$ cat src/hdl/earb_pkg.sv
// ============================================================================
// earb_pkg: shared types and constants for the elastic audio ring buffer
// Holds the default sizes, opcode values, run mode encoding and the record
// that travels with a read word from the control stage to the output stage.
// ============================================================================
package earb_pkg;

    // Default sizes of the ring.
    localparam int CHUNK_SIZE_DEF        = 64;
    localparam int MAX_CHUNKS_DEF        = 8;
    localparam int MAX_FRAME_SAMPLES_DEF = 128;

    // Fixed widths of the payload fields.
    localparam int SAMPLE_W = 16;
    localparam int OP_W     = 3;
    localparam int POS_W    = 7;
    localparam int CFG_W    = 4;
    localparam int CNT_W    = 32;

    // Ring length in chunks after reset.
    localparam int RESET_CHUNKS = 8;

    // Opcodes of an input word.
    localparam logic [OP_W-1:0] OP_WRITE      = 3'd0;
    localparam logic [OP_W-1:0] OP_READ       = 3'd1;
    localparam logic [OP_W-1:0] OP_RESTART    = 3'd2;
    localparam logic [OP_W-1:0] OP_CONNECT    = 3'd3;
    localparam logic [OP_W-1:0] OP_DISCONNECT = 3'd4;

    // Run mode of the buffer.
    typedef enum logic [1:0] {
        MODE_UNDEFINED  = 2'd0,
        MODE_WILL_START = 2'd1,
        MODE_RUNNING    = 2'd2
    } mode_t;

    // What the output stage needs to know about one read word.
    typedef struct packed {
        logic use_mem;     // sample comes from the store
        logic clear_held;  // block start: held sample restarts at zero
        logic underrun;    // this block's distance was below quarter ring
        logic overrun;     // overrun flag at the time of the read
    } rd_info_t;

endpackage

$ cat src/hdl/earb_out.sv
// ============================================================================
// earb_out: held sample and output register of the ring buffer
// Takes the registered memory data in stage one, resolves the held
// sample and passes the result word to the output register.
// ============================================================================
module earb_out
    import earb_pkg::*;
(
    input  logic                clk,
    input  logic                rst_n,
    input  logic                rd_load,
    input  rd_info_t            rd_info,
    input  logic [SAMPLE_W-1:0] rd_data,
    input  logic                out_stall,
    output logic                hold,
    output logic                out_valid,
    output logic [SAMPLE_W-1:0] sample_out,
    output logic                underrun_active,
    output logic                overrun_active
);

    logic                s1_valid_reg;
    logic                s1_valid_next;
    rd_info_t            s1_info_reg;
    logic [SAMPLE_W-1:0] held_reg;
    logic                out_valid_reg;
    logic                out_valid_next;
    logic [SAMPLE_W-1:0] out_sample_reg;
    logic                out_unr_reg;
    logic                out_ovr_reg;
    logic                s1_advance;
    logic [SAMPLE_W-1:0] s1_sample;

    // Stage one moves on when the output register is empty or being taken.
    always_comb
    begin
        s1_advance = !out_valid_reg || !out_stall;
        hold       = s1_valid_reg && !s1_advance;
        if (s1_info_reg.use_mem)
        begin
            s1_sample = rd_data;
        end
        else if (s1_info_reg.clear_held)
        begin
            s1_sample = '0;
        end
        else
        begin
            s1_sample = held_reg;
        end
    end

    // Valid bits of stage one and of the output register.
    always_comb
    begin
        s1_valid_next  = s1_valid_reg;
        out_valid_next = out_valid_reg;
        if (rd_load)
        begin
            s1_valid_next = 1'b1;
        end
        else if (s1_advance)
        begin
            s1_valid_next = 1'b0;
        end
        if (s1_advance)
        begin
            out_valid_next = s1_valid_reg;
        end
    end

    always_ff @(posedge clk or negedge rst_n)
    begin
        if (!rst_n)
        begin
            s1_valid_reg  <= 1'b0;
            out_valid_reg <= 1'b0;
            held_reg      <= '0;
        end
        else
        begin
            s1_valid_reg  <= s1_valid_next;
            out_valid_reg <= out_valid_next;
            if (s1_valid_reg && s1_advance)
            begin
                held_reg <= s1_sample;
            end
        end
    end

    // Payload registers.
    always_ff @(posedge clk)
    begin
        if (rd_load)
        begin
            s1_info_reg <= rd_info;
        end
        if (s1_valid_reg && s1_advance)
        begin
            out_sample_reg <= s1_sample;
            out_unr_reg    <= s1_info_reg.underrun;
            out_ovr_reg    <= s1_info_reg.overrun;
        end
    end

    assign out_valid       = out_valid_reg;
    assign sample_out      = out_sample_reg;
    assign underrun_active = out_unr_reg;
    assign overrun_active  = out_ovr_reg;

    // Stage one is never overwritten while it waits on the output.
    a_no_load_hold: assert property (@(posedge clk) disable iff (!rst_n)
        hold |-> !rd_load)
        else $error("read word loaded into a stalled stage");

    // A result appears only after a word sat in stage one.
    a_out_from_s1: assert property (@(posedge clk) disable iff (!rst_n)
        $rose(out_valid_reg) |-> $past(s1_valid_reg))
        else $error("output valid without a word in stage one");

endmodule

$ cat config.mk
export PLATFORM = sky130hd
export DESIGN_NAME = earb_out
export DESIGN_NICKNAME = d
export VERILOG_FILES = /design/src/hdl/earb_pkg.sv /design/src/hdl/earb_out.sv
export SDC_FILE = /design/constraint.sdc
export NUM_CORES = 1
export LEC_CHECK = 0
export BUFFER_PORTS_ARGS = -buffer_cell sky130_fd_sc_hd__buf_2
export CORE_MARGIN = 2
export CORE_UTILIZATION = 52
export CTS_CLUSTER_DIAMETER = 150
export CTS_CLUSTER_SIZE = 8
export DETAILED_ROUTE_END_ITERATION = 12
export PLACE_DENSITY = 0.91
export SYNTH_ARGS = -nofsm -noshare
export SYNTH_HDL_FRONTEND = slang
export SYNTH_SLANG_ARGS = --single-unit
$ cat constraint.sdc
create_clock -name clk -period 2.74 [get_ports clk]
set_input_delay 0.548 -clock clk [delete_from_list [all_inputs] [get_ports clk]]
set_output_delay 0.548 -clock clk [all_outputs]
set_load 0.01 [all_outputs]
==> reports/summary.txt, run 1 <==
Status -> finished, final reports clean
Clk buf depth -> 2
Layout Nets -> 156
Syn Area/Cell -> 18.0 sq um
# port buffers -> 43
Overall Power -> 1.28 mW
Pwr Density -> 701 nW/um^2
Fmax -> 599 MHz
FF-to-FF setup slack -> 1.07 ns
Crit Path Class -> reg -> reg
Total CTS buffers -> 5
Die Wd -> 58.3 microns
Worst reg2reg path depth -> 3
Share of cells above drive strength 1 -> 0.496
CP Capture Type -> register
Total nets after synthesis -> 109
CTS root buf -> clkbuf_4
Final setup fails -> 0
H-Tree Depth -> 2
Hold buffers post-CTS -> 0
Critical Path Start -> s1_info_reg[3]
Synthesis Warnings -> 0
Slew HR -> 0.534
CTS clk-pin slew, worst paths -> 0.11 ns
Tot GR Track Use -> 0.155
VDD IR max -> 0.448 mV
DIE AREA -> 3400 sq um
Gpl congestion -> 0.668
WP data arrival -> 1.90 ns
Maxcap violations -> 0
Seq cells post-synth -> 40
Sequential share of the synthesized area -> 0.725
CP Max Fanout -> 19
Actual slew at the worst max-slew pin -> 0.700 ns
Boundary Pins -> 44
Initial Util -> 0.551
CP Capture Point -> held_reg[1]
Post-CTS Resized -> 0
Antenna fix cells -> 0
Clk Latency, worst-skew pair -> 0.34 ns
Drt pass-1 iters -> 4
Syn Std Cell Area -> 1530 sq um
DP Cell Count -> 156
Sink Count -> 40
Iteration-0 DRC Markers -> 30
Vias in the first global route -> 848
FF-to-FF Start -> s1_info_reg[3]
Post-route insts no fill -> 164
Via density per instance -> 5.38
First-pass GRT wire length -> 3.73 mm
Site row count -> 19
Req. time, crit path -> 2.97 ns
Vias post-DR -> 882
Tcrit/Tclk final -> 0.609
Syn Inst Count -> 85
Worst Hold Class -> in -> async
Final Hold Fails -> 0
Die Ht -> 58.3 microns
Detailed-placement wirelength estimate -> 1.62 mm
Area delta synth->final -> 19.0%
Total wire length -> 2.36 mm
Global route total overflow -> 0
DRC viols -> 0
Largest net degree at the start of global routing -> 35
Setup Skew -> 0.00557 ns
Post-DRT Antenna Nets -> 0
Core ar. -> 2780 sq um
Critical Path Source Type -> register
Setup repair bufs after CTS -> 0
Reg2reg end -> held_reg[1]
Leakage power -> 0.814 nW
Final Max Slew Viols -> 0
TritonCTS clock tree -> yes
Average wire per standard cell -> 14.4 microns
Initial antenna violation count -> 0
TNS Setup -> 0 ns
Cell variety after synth -> 15
Post-route minimum period -> 1.67 ns
Unrepaired setup endpoints after global routing -> false
## cells by family (layout without fill, tap and decap cells)
logic type / after synthesis / after routing / synth area share
AOI/OAI and AO/OA: 18 / 18 / 0.104
buffers and inverters: 4 / 52 / 0.0253
DFF: 40 / 40 / 0.725
muxes: 16 / 16 / 0.118
and+or+nand+nor: 7 / 7 / 0.0286
## worst min-delay path by stage
stage,endpoint
final,held_reg[10]
after global routing,out_valid
after detailed placement,underrun_active
after global placement,underrun_active
after CTS,out_valid
after floorplan,held_reg[0]
## synthesized netlist by cell type
cell      instances  share of area
edfxtp_1         22           0.43
dfrtp_1          18           0.29
a22o_1           14          0.080
mux2_2           12          0.088
mux2_1            4          0.029
buf_6             3          0.022
nand2_1           2         0.0049
nand2b_1          2         0.0082
o21ai_1           2         0.0065
a21boi_4          1          0.012
a21o_1            1         0.0049
and3_1            1         0.0041
buf_2             1         0.0033
nor2_4            1         0.0073
or2_2             1         0.0041
## routing by layer
| layer | track usage | routed length (microns) | vias to the layer above |
|---|---|---|---|
| met5 | 0 | 0 | - |
| met4 | 0.0997 | 61 | 0 |
| met3 | 0.0484 | 171 | 8 |
| met2 | 0.233 | 1140 | 37 |
| met1 | 0.195 | 993 | 419 |
| li1 | - | - | 418 |
## through the flow
step,instance area [sq um],hold slack [ns],setup slack (ns),utilization
floorplan,1530,0.252,1.23,-
global placement,1760,0.402,1.06,0.631
detailed placement,1760,0.407,1.02,0.631
CTS,1820,0.122,1.06,0.656
global route,1820,0.119,0.995,0.656
finish,1820,0.121,1.07,0.656
## placed cells by master, fill, tap and decap left out
cell type	Yosys	layout
dfrtp_1	18	18
a21o_1	1	1
buf_2	1	43
edfxtp_1	22	22
nor2_4	1	1
clkbuf_8	0	2
mux2_2	12	12
nand2_1	2	2
a22o_1	14	14
mux2_1	4	4
clkbuf_4	0	5
or2_2	1	1
buf_4	0	1
a21boi_4	1	1
and3_1	1	1
nand2b_1	2	2
o21ai_1	2	2
clkbuf_1	0	1
## final cells by class
| cell class | count | area [sq um] |
|---|---|---|
| Timing Repair Buffer | 44 | 223 |
| Fill cell | 190 | 957 |
| Tap cell | 31 | 38.8 |
| Sequential cell | 40 | 1110 |
| Multi-Input combinational cell | 41 | 383 |
| Clock buffer | 8 | 68.8 |
## critical path, stage by stage (launching register included)
cell and delay (ns):
edfxtp_1 0.82, nor2_4 0.18, a22o_1 0.26, mux2_1 0.30
## report_power, final
part | total (mW) | internal (mW) | switching (mW)
clock network | 0.324 | 0.151 | 0.173
logic | 0.182 | 0.0974 | 0.0850
registers | 0.772 | 0.731 | 0.0416
(Power assumes the default switching activity.)
==> run 2: changes to the inputs <==
Settings changed: ABC_AREA set to 1, CORE_UTILIZATION 52 to 51, PLACE_DENSITY 0.91 to 0.89.
Clock period 2.74 ns to 1.75 ns, I/O delays scaled along.
==> run 2 against run 1 <==
Compared with the run above:
- hold slack improved by 0.053 ns
- clock-buffer cell count fell by 1
- flip-flop and latch count did not move
- sequential power rose by 53%
==> reports/summary.txt, run 2 <==
Status -> finished, final reports clean
Iteration-0 DRC Markers -> 37 (+23%)
Boundary Pins -> 44 (unchanged)
Critical Path Source Type -> register
Fmax -> 710 MHz
Site row count -> 20 (+1)
Syn Inst Count -> 149 (+75%)
FF-to-FF setup slack -> 0.57 ns (-0.50 ns)
Post-route minimum period -> 1.41 ns
Area delta synth->final -> 19.7%
Synth cell count leaders -> nand2_1 (86), edfxtp_1 (22), dfrtp_1 (18)
Total nets after synthesis -> 173 (+59%)
Drt pass-1 iters -> 4 (unchanged)
Total CTS buffers -> 5 (unchanged)
Leakage power -> 0.973 nW (+20%)
Vias in the first global route -> 984 (+16%)
Worst Hold Class -> in -> reg
Top-count cell post-synth -> nand2_1
CTS clk-pin slew, worst paths -> 0.10 ns (about the same)
Clk buf depth -> 2 (unchanged)
DIE AREA -> 3610 sq um (+6.2%)
TNS Setup -> 0 ns (unchanged)
Actual slew at the worst max-slew pin -> 0.416 ns (-0.284 ns)
Setup repair bufs after CTS -> 0 (unchanged)
Final setup fails -> 0 (unchanged)
Req. time, crit path -> 1.40 ns (-1.57 ns)
Leading cell type in the layout, fill and taps excluded -> nand2_1
Gpl congestion -> 0.754 (+13%)
Delay-heaviest family, CP -> flip-flops
Die Ht -> 60.1 microns (+3.0%)
Seq cells post-synth -> 40 (unchanged)
Met3 GRT Util -> 0.0714 (+0.0231)
Final Worst Setup Slack -> 0.342 ns (-0.728 ns)
Setup Skew -> 0.0118 ns (+0.00626 ns)
Pwr Density -> 998 nW/um^2 (+42%)
# port buffers -> 43 (unchanged)
Detailed-placement wirelength estimate -> 1.83 mm (+13%)
Tot GR Track Use -> 0.170 (+0.0156)
Maxcap violations -> 0 (unchanged)
Synth top area share -> 0.412 (-0.0188)
Top cells by area, synth -> edfxtp_1 (41%), dfrtp_1 (28%), nand2_1 (20%)
Global route total overflow -> 0 (unchanged)
Via density per instance -> 4.56 (-15%)
CTS root buf -> clkbuf_4
Vias post-DR -> 1109 (+26%)
Filler cells -> 247 (+30%)
Initial Util -> 0.529 (-0.0217)
Initial antenna violation count -> 0 (unchanged)
Crit Path Class -> reg -> out
TritonCTS clock tree -> yes
CP Capture Type -> output pin
Syn Area/Cell -> 10.8 sq um (-40%)
Crit path cell chain -> nand2_1, nor2_1, buf_2
Antenna fix cells -> 0 (unchanged)
DRC viols -> 0 (unchanged)
Total wire length -> 2.69 mm (+14%)
Slew HR -> 0.723 (+0.189)
CP Max Fanout -> 3 (-16)
Synthesis Warnings -> 0 (unchanged)
Met1 GRT Util -> 0.204 (+0.00903)
Clk Latency, worst-skew pair -> 0.35 ns (about the same)
Die Wd -> 60.1 microns (+3.0%)
Largest net degree at the start of global routing -> 35 (unchanged)
Syn Std Cell Area -> 1600 sq um (+4.6%)
GRT busiest layer -> met2
Share of cells above drive strength 1 -> 0.342 (-0.155)
Sequential share of the synthesized area -> 0.693 (-0.0317)
Core ar. -> 3030 sq um (+8.9%)
WP data arrival -> 1.06 ns (-0.84 ns)
H-Tree Depth -> 2 (unchanged)
Post-synth EDFFs -> 22 (unchanged)
VDD IR max -> 0.792 mV (+77%)
Final Hold Fails -> 0 (unchanged)
Most frequent cells in the layout -> nand2_1 (86), buf_2 (43), edfxtp_1 (22)
CP peak stage delay -> 0.36 ns (-0.46 ns)
Cell variety after synth -> 13 (-2)
Yosys top cell by area -> edfxtp_1
Met2 usage -> 0.278 (+0.0452)
CP max stage cell -> dfrtp_1
Top_reg_cell synth -> edfxtp_1
Average wire per standard cell -> 11.1 microns (-23%)
Layout Nets -> 222 (+42%)
Final Max Slew Viols -> 0 (unchanged)
Async S/R FF share, synth -> 0.450 (unchanged)
Sink Count -> 40 (unchanged)
Post-DRT Antenna Nets -> 0 (unchanged)
Pre-CTS setup slack -> 0.556 ns (-0.461 ns)
Tcrit/Tclk final -> 0.805
First-pass GRT wire length -> 4.26 mm (+14%)
Unrepaired setup endpoints after global routing -> false
Buffers plus inverters on the worst setup path -> 1 (+1)
[run 2: cell count changes after synthesis, moves of 2 or more]
cell | before | now
mux2_1 | 4 | 0
a22o_1 | 14 | 0
mux2_2 | 12 | 0
nand2_2 | 0 | 13
nand2_1 | 2 | 86
o21ai_1 | 2 | 0
nand2b_1 | 2 | 0
[run 2: worst reg2reg max path, stage by stage, from the launching register on]
cell and delay, ns:
edfxtp_1 0.55, nor2_8 0.29, nand2_1 0.12, nand2_2 0.07
nand2_1 0.05, nand2_1 0.06
[run 2: cells by family after synthesis]
kind of cell / synth area share
and+or+nand+nor: 0.271
DFF: 0.693
buffers and inverters: 0.0359
[run 2: layout make-up]
type | instances | area (sq um) | area share
Sequential cell | 40 | 1110 | 0.579
Clock inverter | 1 | 5.00 | 0.00261
Inverter | 2 | 7.51 | 0.00391
Timing Repair Buffer | 47 | 260 | 0.136
Tap cell | 44 | 55.1 | 0.0287
Multi-Input combinational cell | 102 | 434 | 0.226
Clock buffer | 7 | 45.0 | 0.0235
[run 2: worst paths after layout]
check,depth (start not counted),start,end
worst min-delay path,1,rd_info[0],s1_info_reg[0]
worst max register to register,5,s1_info_reg[3],held_reg[4]
worst min register to register,0,s1_info_reg[1],underrun_active
min in group asynchronous,2,rst_n,held_reg[0]
max in group asynchronous,2,rst_n,held_reg[10]
worst max-delay path,3,out_valid,hold
[run 2: what timing repair did]
action,4_1_cts,5_1_grt
endpoints found under the hold margin,18,0
hold buffers,1,0
resized for setup,0,0
[run 2: layer usage]
| layer | routed length, microns | share of wire | vias up |
|---|---|---|---|
| li1 | - | - | 566 |
| met1 | 1200 | 0.45 | 499 |
| met2 | 1280 | 0.48 | 39 |
| met3 | 171 | 0.064 | 5 |
| met4 | 40 | 0.015 | 0 |
| met5 | 0 | 0 | - |
[run 2: power breakdown]
part / total, mW / internal [mW] / switching (mW)
clock: 0.441 / 0.157 / 0.284
combinational: 0.293 / 0.117 / 0.176
sequential: 1.18 / 1.13 / 0.0537
[run 2: stage by stage]
stage               instances  cell area (sq um)  hold WS (ns)  total power [mW]  utilization
floorplan                 149               1600        0.0544              1.38            -
global placement          234               1860         0.303              1.48        0.614
detailed placement        234               1860         0.313              1.49        0.614
CTS                       243               1920         0.163              1.92        0.633
global route              243               1920         0.154              2.02        0.633
finish                    243               1920         0.174              1.91        0.633
