--- src/hdl/earb_pkg.sv ---
// ============================================================================
// earb_pkg: shared types and constants for the elastic audio ring buffer
// Holds the default sizes, opcode values, run mode encoding and the record
// that travels with a read word from the control stage to the output stage.
// ============================================================================
package earb_pkg;

    // Default sizes of the ring.
    localparam int CHUNK_SIZE_DEF        = 64;
    localparam int MAX_CHUNKS_DEF        = 8;
    localparam int MAX_FRAME_SAMPLES_DEF = 128;

    // Fixed widths of the payload fields.
    localparam int SAMPLE_W = 16;
    localparam int OP_W     = 3;
    localparam int POS_W    = 7;
    localparam int CFG_W    = 4;
    localparam int CNT_W    = 32;

    // Ring length in chunks after reset.
    localparam int RESET_CHUNKS = 8;

    // Opcodes of an input word.
    localparam logic [OP_W-1:0] OP_WRITE      = 3'd0;
    localparam logic [OP_W-1:0] OP_READ       = 3'd1;
    localparam logic [OP_W-1:0] OP_RESTART    = 3'd2;
    localparam logic [OP_W-1:0] OP_CONNECT    = 3'd3;
    localparam logic [OP_W-1:0] OP_DISCONNECT = 3'd4;

    // Run mode of the buffer.
    typedef enum logic [1:0] {
        MODE_UNDEFINED  = 2'd0,
        MODE_WILL_START = 2'd1,
        MODE_RUNNING    = 2'd2
    } mode_t;

    // What the output stage needs to know about one read word.
    typedef struct packed {
        logic use_mem;     // sample comes from the store
        logic clear_held;  // block start: held sample restarts at zero
        logic underrun;    // this block's distance was below quarter ring
        logic overrun;     // overrun flag at the time of the read
    } rd_info_t;

endpackage

--- src/hdl/earb_ctrl.sv ---
// ============================================================================
// earb_ctrl: pointer, counter and flag logic of the ring buffer
// Decodes each accepted word, updates the write and read pointers, does the
// distance check at block start and issues the memory accesses.
// ============================================================================
module earb_ctrl
    import earb_pkg::*;
#(
    parameter int CHUNK_SIZE        = CHUNK_SIZE_DEF,
    parameter int MAX_CHUNKS        = MAX_CHUNKS_DEF,
    parameter int MAX_FRAME_SAMPLES = MAX_FRAME_SAMPLES_DEF,
    localparam int DEPTH            = MAX_CHUNKS * CHUNK_SIZE,
    localparam int AW               = $clog2(DEPTH)
)
(
    input  logic                clk,
    input  logic                rst_n,
    input  logic                cfg_we,
    input  logic [CFG_W-1:0]    cfg_wdata,
    input  logic                accept,
    input  logic [OP_W-1:0]     opcode,
    input  logic [SAMPLE_W-1:0] sample_in,
    input  logic [POS_W-1:0]    frame_pos,
    input  logic                block_start,
    output logic                mem_we,
    output logic [AW-1:0]       mem_waddr,
    output logic [SAMPLE_W-1:0] mem_wdata,
    output logic                mem_re,
    output logic [AW-1:0]       mem_raddr,
    output logic                rd_load,
    output rd_info_t            rd_info
);

    localparam int LEN_W     = $clog2(DEPTH + 1);
    localparam int CMP_W     = 12;
    localparam int RST_CHUNK = (MAX_CHUNKS < RESET_CHUNKS) ? MAX_CHUNKS : RESET_CHUNKS;
    localparam int RST_LEN   = RST_CHUNK * CHUNK_SIZE;

    mode_t             mode_reg;
    mode_t             mode_next;
    logic              dev_reg;
    logic              dev_next;
    logic              ovr_reg;
    logic              ovr_next;
    logic              unr_pend_reg;
    logic              unr_pend_next;
    logic              unr_blk_reg;
    logic              unr_blk_next;
    logic [CNT_W-1:0]  wc_reg;
    logic [CNT_W-1:0]  wc_next;
    logic [CNT_W-1:0]  rc_reg;
    logic [CNT_W-1:0]  rc_next;
    logic [AW-1:0]     wa_reg;
    logic [AW-1:0]     wa_next;
    logic [AW-1:0]     ra_reg;
    logic [AW-1:0]     ra_next;
    logic [LEN_W-1:0]  len_reg;
    logic [LEN_W-1:0]  len_next;
    logic [LEN_W-1:0]  half_reg;
    logic [LEN_W-1:0]  half_next;
    logic [LEN_W-1:0]  quart_reg;
    logic [LEN_W-1:0]  quart_next;
    logic [LEN_W-1:0]  tq_reg;
    logic [LEN_W-1:0]  tq_next;

    logic              is_write;
    logic              is_read;
    logic              started;
    logic              restart;
    logic              write_ok;
    logic [CNT_W-1:0]  wc_eff;
    logic [CNT_W-1:0]  rc_eff;
    logic [AW-1:0]     ra_eff;
    logic [CNT_W-1:0]  distance;
    logic              ovr_eff;
    logic              unr_pend_eff;
    logic              unr_blk_eff;
    logic [LEN_W-1:0]  cfg_len;
    logic [LEN_W+1:0]  cfg_len3;
    logic              cfg_ok;

    // Address after one step, wrapping at the ring end.
    function automatic logic [AW-1:0] advance(input logic [AW-1:0] addr,
                                              input logic [LEN_W-1:0] len);
        logic [LEN_W-1:0] inc;
        inc = LEN_W'(addr) + LEN_W'(1);
        return (inc >= len) ? '0 : AW'(inc);
    endfunction

    // Ring length register and the thresholds derived from it.
    always_comb
    begin
        cfg_len    = LEN_W'(cfg_wdata) * LEN_W'(CHUNK_SIZE);
        cfg_len3   = {2'b00, cfg_len} * (LEN_W + 2)'(3);
        cfg_ok     = (cfg_wdata != '0) && (CMP_W'(cfg_wdata) <= CMP_W'(MAX_CHUNKS));
        len_next   = len_reg;
        half_next  = half_reg;
        quart_next = quart_reg;
        tq_next    = tq_reg;
        if (cfg_we && cfg_ok)
        begin
            len_next   = cfg_len;
            half_next  = cfg_len >> 1;
            quart_next = cfg_len >> 2;
            tq_next    = LEN_W'(cfg_len3 >> 2);
        end
    end

    // Decode of the accepted word.
    always_comb
    begin
        is_write = accept && (opcode == OP_WRITE) && (mode_reg != MODE_UNDEFINED);
        is_read  = accept && (opcode == OP_READ) && (mode_reg != MODE_UNDEFINED);
        started  = is_read && block_start;
        restart  = started && (mode_reg == MODE_WILL_START);
        write_ok = is_write
                && (CMP_W'(frame_pos) < CMP_W'(MAX_FRAME_SAMPLES))
                && !(ovr_reg && (CMP_W'(frame_pos) >= CMP_W'(CHUNK_SIZE)));
    end

    // Block start: optional pointer restart, then the distance check.
    always_comb
    begin
        wc_eff       = restart ? '0 : wc_reg;
        rc_eff       = restart ? (CNT_W'(0) - CNT_W'(half_reg)) : rc_reg;
        ra_eff       = restart ? '0 : ra_reg;
        distance     = wc_eff - rc_eff;
        ovr_eff      = ovr_reg;
        unr_pend_eff = unr_pend_reg;
        unr_blk_eff  = unr_blk_reg;
        if (started)
        begin
            ovr_eff      = !distance[CNT_W-1] && (distance > CNT_W'(tq_reg));
            unr_pend_eff = distance[CNT_W-1] || (distance < CNT_W'(quart_reg));
            unr_blk_eff  = unr_pend_eff;
        end
    end

    // Run mode.
    always_comb
    begin
        mode_next = mode_reg;
        if (accept && (opcode == OP_RESTART))
        begin
            mode_next = MODE_WILL_START;
        end
        else if (restart && dev_reg)
        begin
            mode_next = MODE_RUNNING;
        end
    end

    // Pointer, counter and flag updates.
    always_comb
    begin
        dev_next      = dev_reg;
        ovr_next      = ovr_eff;
        unr_pend_next = unr_pend_eff;
        unr_blk_next  = unr_blk_eff;
        wc_next       = wc_eff;
        rc_next       = rc_eff;
        wa_next       = restart ? '0 : wa_reg;
        ra_next       = ra_eff;
        if (accept && (opcode == OP_CONNECT))
        begin
            dev_next = 1'b1;
        end
        if (accept && (opcode == OP_DISCONNECT))
        begin
            dev_next = 1'b0;
        end
        if (write_ok)
        begin
            wa_next = advance(wa_reg, len_reg);
            wc_next = wc_reg + CNT_W'(1);
        end
        if (is_read)
        begin
            if (unr_pend_eff)
            begin
                unr_pend_next = 1'b0;
            end
            else
            begin
                if (!rc_eff[CNT_W-1])
                begin
                    ra_next = advance(ra_eff, len_reg);
                end
                rc_next = rc_eff + CNT_W'(1);
            end
        end
    end

    // Memory requests and the record for the output stage.
    always_comb
    begin
        mem_we             = write_ok;
        mem_waddr          = wa_reg;
        mem_wdata          = sample_in;
        mem_re             = is_read && !rc_eff[CNT_W-1];
        mem_raddr          = ra_eff;
        rd_load            = is_read;
        rd_info.use_mem    = !rc_eff[CNT_W-1];
        rd_info.clear_held = block_start;
        rd_info.underrun   = unr_blk_eff;
        rd_info.overrun    = ovr_eff;
    end

    always_ff @(posedge clk or negedge rst_n)
    begin
        if (!rst_n)
        begin
            mode_reg     <= MODE_UNDEFINED;
            dev_reg      <= 1'b0;
            ovr_reg      <= 1'b0;
            unr_pend_reg <= 1'b0;
            unr_blk_reg  <= 1'b0;
            wc_reg       <= '0;
            rc_reg       <= '0;
            wa_reg       <= '0;
            ra_reg       <= '0;
            len_reg      <= LEN_W'(RST_LEN);
            half_reg     <= LEN_W'(RST_LEN / 2);
            quart_reg    <= LEN_W'(RST_LEN / 4);
            tq_reg       <= LEN_W'(RST_LEN * 3 / 4);
        end
        else
        begin
            mode_reg     <= mode_next;
            dev_reg      <= dev_next;
            ovr_reg      <= ovr_next;
            unr_pend_reg <= unr_pend_next;
            unr_blk_reg  <= unr_blk_next;
            wc_reg       <= wc_next;
            rc_reg       <= rc_next;
            wa_reg       <= wa_next;
            ra_reg       <= ra_next;
            len_reg      <= len_next;
            half_reg     <= half_next;
            quart_reg    <= quart_next;
            tq_reg       <= tq_next;
        end
    end

    // A restart at block start leaves the write counter at zero.
    a_restart_wc: assert property (@(posedge clk) disable iff (!rst_n)
        restart |=> (wc_reg == '0))
        else $error("write counter not cleared on restart");

    // A read that is not a block start always consumes a pending underrun.
    a_unr_consumed: assert property (@(posedge clk) disable iff (!rst_n)
        (is_read && !block_start) |=> !unr_pend_reg)
        else $error("pending underrun survived a read");

endmodule

--- config.mk ---
export PLATFORM = sky130hd
export DESIGN_NAME = earb_ctrl
export DESIGN_NICKNAME = d
export VERILOG_FILES = /design/src/hdl/earb_pkg.sv /design/src/hdl/earb_ctrl.sv
export SDC_FILE = /design/constraint.sdc
export NUM_CORES = 1
export LEC_CHECK = 0
export ABC_AREA = 1
export BUFFER_PORTS_ARGS = -buffer_cell sky130_fd_sc_hd__buf_2
export CORE_MARGIN = 2
export CORE_UTILIZATION = 30
export CTS_CLUSTER_SIZE = 28
export DETAILED_ROUTE_END_ITERATION = 6
export PLACE_DENSITY_LB_ADDON = 0.3
export SLEW_MARGIN = 0
export SYNTH_ARGS = -nofsm -noshare
export SYNTH_HDL_FRONTEND = slang
export SYNTH_SLANG_ARGS = --single-unit
export TNS_END_PERCENT = 20
--- constraint.sdc ---
create_clock -name clk -period 4.08 [get_ports clk]
set_input_delay 0.204 -clock clk [delete_from_list [all_inputs] [get_ports clk]]
set_output_delay 0.204 -clock clk [all_outputs]
set_load 0.03 [all_outputs]
==> qor.yml, run 1 <==
outcome:
  outcome: "finished with violations"
  violations: "hold timing, setup timing"
power_and_ir_drop:
  p_total_w: 0.00693
  power_density_mw_per_mm2: 554
  vdd_drop_max_mv: 0.248
  leakagePower_nw: 6.46
cts:
  clk_latency_ns: 0.36
  cts.sinks: 97
  cts_tree: "built"
  cts_buffer_depth: 2
  clk_pin_slew_ns: 0.08
  numCtsBuffers: 9
  clockRootBuffer: "clkbuf_16"
  htree_num_levels: 3
sta:
  finalSetupViolCount: 1
  whs_ns: -0.0246
  tightest_slew_ns: 0.937
  maxSlewHeadroom_pct: 37.6
  post-route-period-util_pct: 101
  finalCriticalPeriod_ns: 4.10
  slew_viol_final: 0
  max_freq_mhz: 244
  rsz0062_at_grt: "true"
  fin_skew_ns: 0.0146
  finalHoldViolCount: 17
  layout_setup_ws_ns: -0.0207
detailed_routing:
  wl_per_cell_um: 13.6
  dr.pass1.iters: 6
  first_iter_violations: 609
  drc_errors: 0
  route.vias.total: 9327
  wirelength_um: 27100
  antenna_left: 0
  via_per_inst: 4.68
die:
  die_w_um: 177
  dieArea_mm2: 0.0312
  start_util_pct: 30.3
  core-area_mm2: 0.0295
  die_h_um: 177
  row_count: 63
  num_io_pins: 76
finish:
  drive_above_1_share_pct: 35.2
  finalInstanceArea_mm2: 0.0125
  n_fill_cell: 3023
  fin_cells: 1993
  area_growth_syn_to_layout_pct: 39.8
  seqCellArea_mm2: 0.00243
  n_antenna_cell: 0
  multi_input_area_mm2: 0.00632
  finalNetCount: 1694
grt:
  grt-busiest-layer: "met2"
  grt_pass1_vias: 9006
  use_met2_pct: 30.6
  track_usage_pct: 17.5
  grt_max_degree: 71
  grt.overflow.total: 0
  grt_use_met1_pct: 22.3
  grt_pass1_wl_um: 44000
  antenna_found_initial: 0
  use_met3_pct: 2.36
flow_run:
  max_cap_viol_count: 0
logic_synthesis:
  yosys_register_bits: 97
  seq_area_frac_synth_pct: 27.2
  syn_avg_cell_area_um2: 6.56
  ys_top_cells_by_count: "nand2_1 (369), inv_1 (239), nand3_1 (105)"
  synth-edff-count: 0
  ys_types: 56
  yosys_warnings: 0
  synthFlopType: "dfrtp_1"
  async_flop_share_pct: 100
  yosysMostFrequentCell: "nand2_1"
  synth_top_area_share_pct: 26.3
  ys_top_cells_by_area: "dfrtp_1 (26%), nand2_1 (15%), inv_1 (10%)"
  yosys.area.top_type: "dfrtp_1"
  syn_nets: 1458
  syn_area_mm2: 0.00894
  syn_inst: 1362
worst_setup_path:
  critPathKind: "register to output pin"
  arrival_ns: 3.90
  crit_fanout: 7
  r2r_start: "mode_reg[1]"
  setup.worst_path.start: "mode_reg[1]"
  cp-end-kind: "output pin"
  crit_path_start_kind: "register"
  path_delay_family: "simple AND/OR/NAND/NOR gates"
  crit_end: "rd_info[0]"
  critical-path-max-stage-delay_ns: 0.43
  cp_common_cell: "nand2_2"
  reg2reg_slack_ns: 0.13
  crit_required_ns: 3.88
  r2r-end: "rc_reg[25]"
  cp.buffers_inverters: 5
  r2r_cells: 28
  cp_num_cells: 26
  cp_slowest_cell: "dfrtp_1"
place:
  place_inst: 1931
  hpwlAfterDp_um: 20700
  io_buffers: 37
  placed_cell_area_mm2: 0.0108
  dp_slack_ns: -0.169
  place.gp.congestion: 0.895
min_path:
  min_path_type: "input port to async pin"
-- metrics by stage --
| step | TNS (ns) | util (%) |
|---|---|---|
| after floorplan | 0 | - |
| after global placement | -5.77 | 36.6 |
| after detailed placement | -5.04 | 36.6 |
| after CTS | 0 | 40.9 |
| after global routing | -3.87 | 42.4 |
| final | -0.0207 | 42.4 |
-- worst min path at each step --
stage | slack, ns | cells past startpoint | endpoint | from
3_3_place_gp | 0.40 | 1 | mem_waddr[5] | rst_n
4_1_cts | 0.01 | 1 | mem_waddr[5] | rst_n
6_report | -0.02 | 1 | mem_waddr[0] | rst_n
2_1_floorplan | -0.09 | 0 | dev_reg | rst_n
5_1_grt | 0.04 | 1 | mem_waddr[3] | rst_n
3_5_place_dp | 0.40 | 1 | mem_waddr[3] | rst_n
-- cell families after synthesis --
logic type	Yosys count	share of synthesized area, %
and+or+nand+nor	692	35.2
buffers and inverters	296	13.8
AOI/OAI and AO/OA	182	11.7
DFF	97	27.2
adders and majority gates	61	8.62
xor gates and xnor gates	27	2.65
muxes	7	0.784
-- placed cells by master, fill, tap and decap left out, drive strengths merged, types with 2 or more instances in the layout --
cell,synthesis,layout
ha,60,60
o21a,6,6
o21ai,72,72
nor2,119,119
nor3b,2,2
o22ai,7,7
nand2,381,381
o31ai,3,3
nor3,27,27
a21oi,62,62
mux2i,7,7
inv,255,259
a21boi,3,3
clkbuf,9,9
o32ai,6,6
nand3b,10,10
a211oi,3,3
nor4,4,4
dfrtp,94,94
buf,31,265
and3,5,5
nand3,113,113
nand4,29,29
xnor2,3,3
clkinv,1,3
a31oi,3,3
xor2,24,24
dfstp,3,3
o21bai,12,12
-- area by class of cell --
| class | instances | area share [%] |
|---|---|---|
| flip-flops and latches | 97 | 19.4 |
| clock buffers | 9 | 1.80 |
| repair buffers | 265 | 16.0 |
| clock inverters | 7 | 0.561 |
| well taps | 390 | 3.90 |
| inverters | 256 | 7.73 |
| multi-input cells | 969 | 50.6 |
-- repair_timing --
item,in CTS,in global routing
setup buffers,33,14
pin swaps,62,44
gates resized for setup,185,99
hold buffers,0,0
setup endpoints to repair,44,44
-- per-layer routing --
layer / wire [um] / up-vias
met5: 0 / -
met4: 750 / 0
met3: 880 / 47
met2: 13200 / 171
met1: 12300 / 4291
li1: - / 4818
-- report_power, final --
part / total (W) / internal, W / switching (W) / leakage [nW]
sequential: 0.00134 / 0.00120 / 0.000144 / 1.23
clock: 0.000871 / 0.000434 / 0.000437 / 0.143
combinational: 0.00471 / 0.00212 / 0.00259 / 5.08
Note: power is estimated with default switching activity, not from simulation.
==> run 2, diff against run 1 <==
--- a/config.mk
+++ b/config.mk
@@ -7,9 +7,12 @@
 export LEC_CHECK = 0
 export ABC_AREA = 1
 export BUFFER_PORTS_ARGS = -buffer_cell sky130_fd_sc_hd__buf_2
+export CELL_PAD_IN_SITES_DETAIL_PLACEMENT = 0
+export CELL_PAD_IN_SITES_GLOBAL_PLACEMENT = 2
+export CORE_ASPECT_RATIO = 0.75
 export CORE_MARGIN = 2
 export CORE_UTILIZATION = 30
-export CTS_CLUSTER_SIZE = 28
+export CTS_CLUSTER_SIZE = 12
 export DETAILED_ROUTE_END_ITERATION = 6
 export PLACE_DENSITY_LB_ADDON = 0.3
 export SLEW_MARGIN = 0
==> run 2 against run 1 <==
The flow still finishes with violations (hold timing, setup timing). Highest routed layer unchanged. Critical endpoint unchanged. Cell area is 7.4% higher. Hold slack worse by 0.027 ns. Routed wire length is 13% higher. Maximum frequency is 1.6% lower.
==> qor.yml, run 2 (synthesis results as in run 1) <==
outcome:
  outcome: "finished with violations"  # unchanged
  violations: "hold timing, setup timing"  # unchanged
sta:
  finalCriticalPeriod_ns: 4.17  # was 4.10 ns
  tightest_slew_ns: 0.976  # was 0.937 ns
  whs_ns: -0.0516  # was -0.0246 ns
  slew_viol_final: 0  # unchanged
  max_freq_mhz: 240  # was 244 MHz
  finalSetupTns_ns: -0.0856  # was -0.0207 ns
  maxSlewHeadroom_pct: 34.9  # was 37.6%
  finalHoldViolCount: 16  # was 17
  post-route-period-util_pct: 102  # was 101%
  layout_setup_ws_ns: -0.0856  # was -0.0207 ns
  fin_skew_ns: 0.00996  # was 0.0146 ns
  rsz0062_at_grt: "true"  # unchanged
  finalSetupViolCount: 1  # unchanged
place:
  hpwlAfterDp_um: 23300  # was 20,700 um
  io_buffers: 37  # unchanged
  place_inst: 1988  # was 1,931
  place.gp.congestion: 0.822  # was 0.895
  placed_cell_area_mm2: 0.0112  # was 0.0108 mm^2
finish:
  layout_commonest_cell: "nand2_1"  # unchanged
  seqCellArea_mm2: 0.00243  # about the same
  finalInstanceArea_mm2: 0.0134  # was 0.0125 mm^2
  fin_cells: 2062  # was 1,993
  area_growth_syn_to_layout_pct: 50.2  # was 39.8%
  n_antenna_cell: 0  # unchanged
  drive_above_1_share_pct: 40.5  # was 35.2%
  final_cell_mix: "nand2_1 (304), buf_4 (271), inv_1 (199), dfrtp_1 (93), nand3_1 (92)"  # was nand2_1 (324), buf_4 (219), inv_1 (206), nand3_1 (97), dfrtp_1 (94)
  finalNetCount: 1761  # was 1,694
  multi_input_area_mm2: 0.00664  # was 0.00632 mm^2
  n_fill_cell: 3000  # was 3,023
flow_run:
  max_cap_viol_count: 0  # unchanged
detailed_routing:
  wl_met1_um: 17100  # was 12,300 um
  drc_errors: 0  # unchanged
  wl_met2_um: 12200  # was 13,200 um
  first_iter_violations: 531  # was 609
  wirelength_um: 30500  # was 27,100 um
  route.vias.total: 9499  # was 9,327
  dr.pass1.iters: 5  # was 6
  highest_layer: "met4"  # unchanged
  route.met3.wl_um: 967  # was 880 um
  antenna_left: 0  # unchanged
  via_per_inst: 4.61  # was 4.68
  wl_per_cell_um: 14.8  # was 13.6 um
die:
  dieArea_mm2: 0.0312  # about the same
  row_count: 54  # was 63
  start_util_pct: 30.6  # was 30.3%
  die_h_um: 153  # was 177 um
  die_w_um: 203  # was 177 um
  num_io_pins: 76  # unchanged
  core-area_mm2: 0.0292  # was 0.0295 mm^2
cts:
  clk_latency_ns: 0.37  # was 0.36 ns
  cts_buffer_depth: 2  # unchanged
  clk_pin_slew_ns: 0.08  # about the same
  numCtsBuffers: 9  # unchanged
  htree_num_levels: 3  # unchanged
  clockRootBuffer: "clkbuf_16"  # unchanged
  cts.sinks: 97  # unchanged
  cts_tree: "built"  # unchanged
worst_setup_path:
  critical-path-max-stage-delay_ns: 0.44  # was 0.43 ns
  crit_fanout: 8  # was 7
  cp_slowest_cell: "dfrtp_2"  # was dfrtp_1
  cp_common_cell: "nand2_4"  # was nand2_2
  critPathKind: "register to output pin"  # unchanged
  crit_required_ns: 3.88  # about the same
  arrival_ns: 3.96  # was 3.90 ns
  crit_path_start_kind: "register"  # unchanged
  cp-end-kind: "output pin"  # unchanged
grt:
  grt_pass1_vias: 9076  # was 9,006
  track_usage_pct: 19.6  # was 17.5%
  grt_pass1_wl_um: 48400  # was 44,000 um
  antenna_found_initial: 0  # unchanged
  grt_max_degree: 71  # unchanged
  grt.overflow.total: 0  # unchanged
power_and_ir_drop:
  p_total_w: 0.00751  # was 0.00693 W
  vdd_drop_max_mv: 0.281  # was 0.248 mV
  power_density_mw_per_mm2: 560  # was 554 mW/mm^2
  leakagePower_nw: 6.92  # was 6.46 nW
min_path:
  min_path_type: "input port to async pin"  # unchanged
## run 2: cell count changes in the layout (fill, tap and decap cells not counted), moves of 7 or more
cell     delta
buf_4      +52
inv_1       -7
nor2_4     +12
nor2_1      -7
nand2_4    +19
nand2_1    -20
buf_6      +11
## run 2: stage by stage
stage / setup WS (ns) / utilization (%)
floorplan: 0.0140 / -
global placement: -0.195 / 38.3
detailed placement: -0.258 / 38.3
CTS: -0.0418 / 43.3
global route: -0.238 / 46.0
finish: -0.0856 / 46.0
## run 2: cell type report
class / count / share of cell area (%)
Multi-Input combinational cell: 969 / 49.5
Timing Repair Buffer: 332 / 19.4
Sequential cell: 97 / 18.1
Inverter: 256 / 7.23
Tap cell: 392 / 3.65
Clock buffer: 9 / 1.68
Clock inverter: 7 / 0.485
## run 2: path summary, 6_finish.rpt
path | start | endpoint | slack, ns | cells past startpoint
worst max register to register | mode_reg[1] | rc_reg[23] | 0.18 | 32
worst max-delay path | mode_reg[1] | rd_info[0] | -0.09 | 25
min in group clk | cfg_wdata[1] | quart_reg[5] | 0.14 | 3
max in group asynchronous | rst_n | rc_reg[21] | 3.11 | 2
worst min register to register | wc_reg[31] | wc_reg[31] | 0.48 | 1
worst min-delay path | rst_n | ra_reg[5] | -0.05 | 1
## run 2: critical path, delay by kind of cell (launching register included)
| kind | cells | cell delay, ns |
|---|---|---|
| AOI/OAI and AO/OA | 3 | 0.43 |
| buffers and inverters | 5 | 0.59 |
| DFF | 1 | 0.44 |
| xor gates and xnor gates | 1 | 0.17 |
| and+or+nand+nor | 14 | 1.38 |
| adders and majority gates | 2 | 0.56 |
## run 2: repair_timing
item,4_1_cts,5_1_grt
pin swaps,71,62
gates resized for setup,209,188
setup buffers,43,14
cloned,1,1
setup endpoints to repair,44,44
hold buffers,0,0
## run 2: power by group
part,leakage [nW],switching [W],internal [W]
registers,1.23,0.000151,0.00120
logic,5.55,0.00287,0.00241
clock network,0.137,0.000454,0.000428
total,6.92,0.00348,0.00403
## run 2: per-layer routing
metal / up-vias / global-route usage [%]
li1: 4953 / -
met1: 4403 / 32.1
met2: 126 / 27.4
met3: 17 / 2.09
met4: 0 / 3.06
met5: - / 0
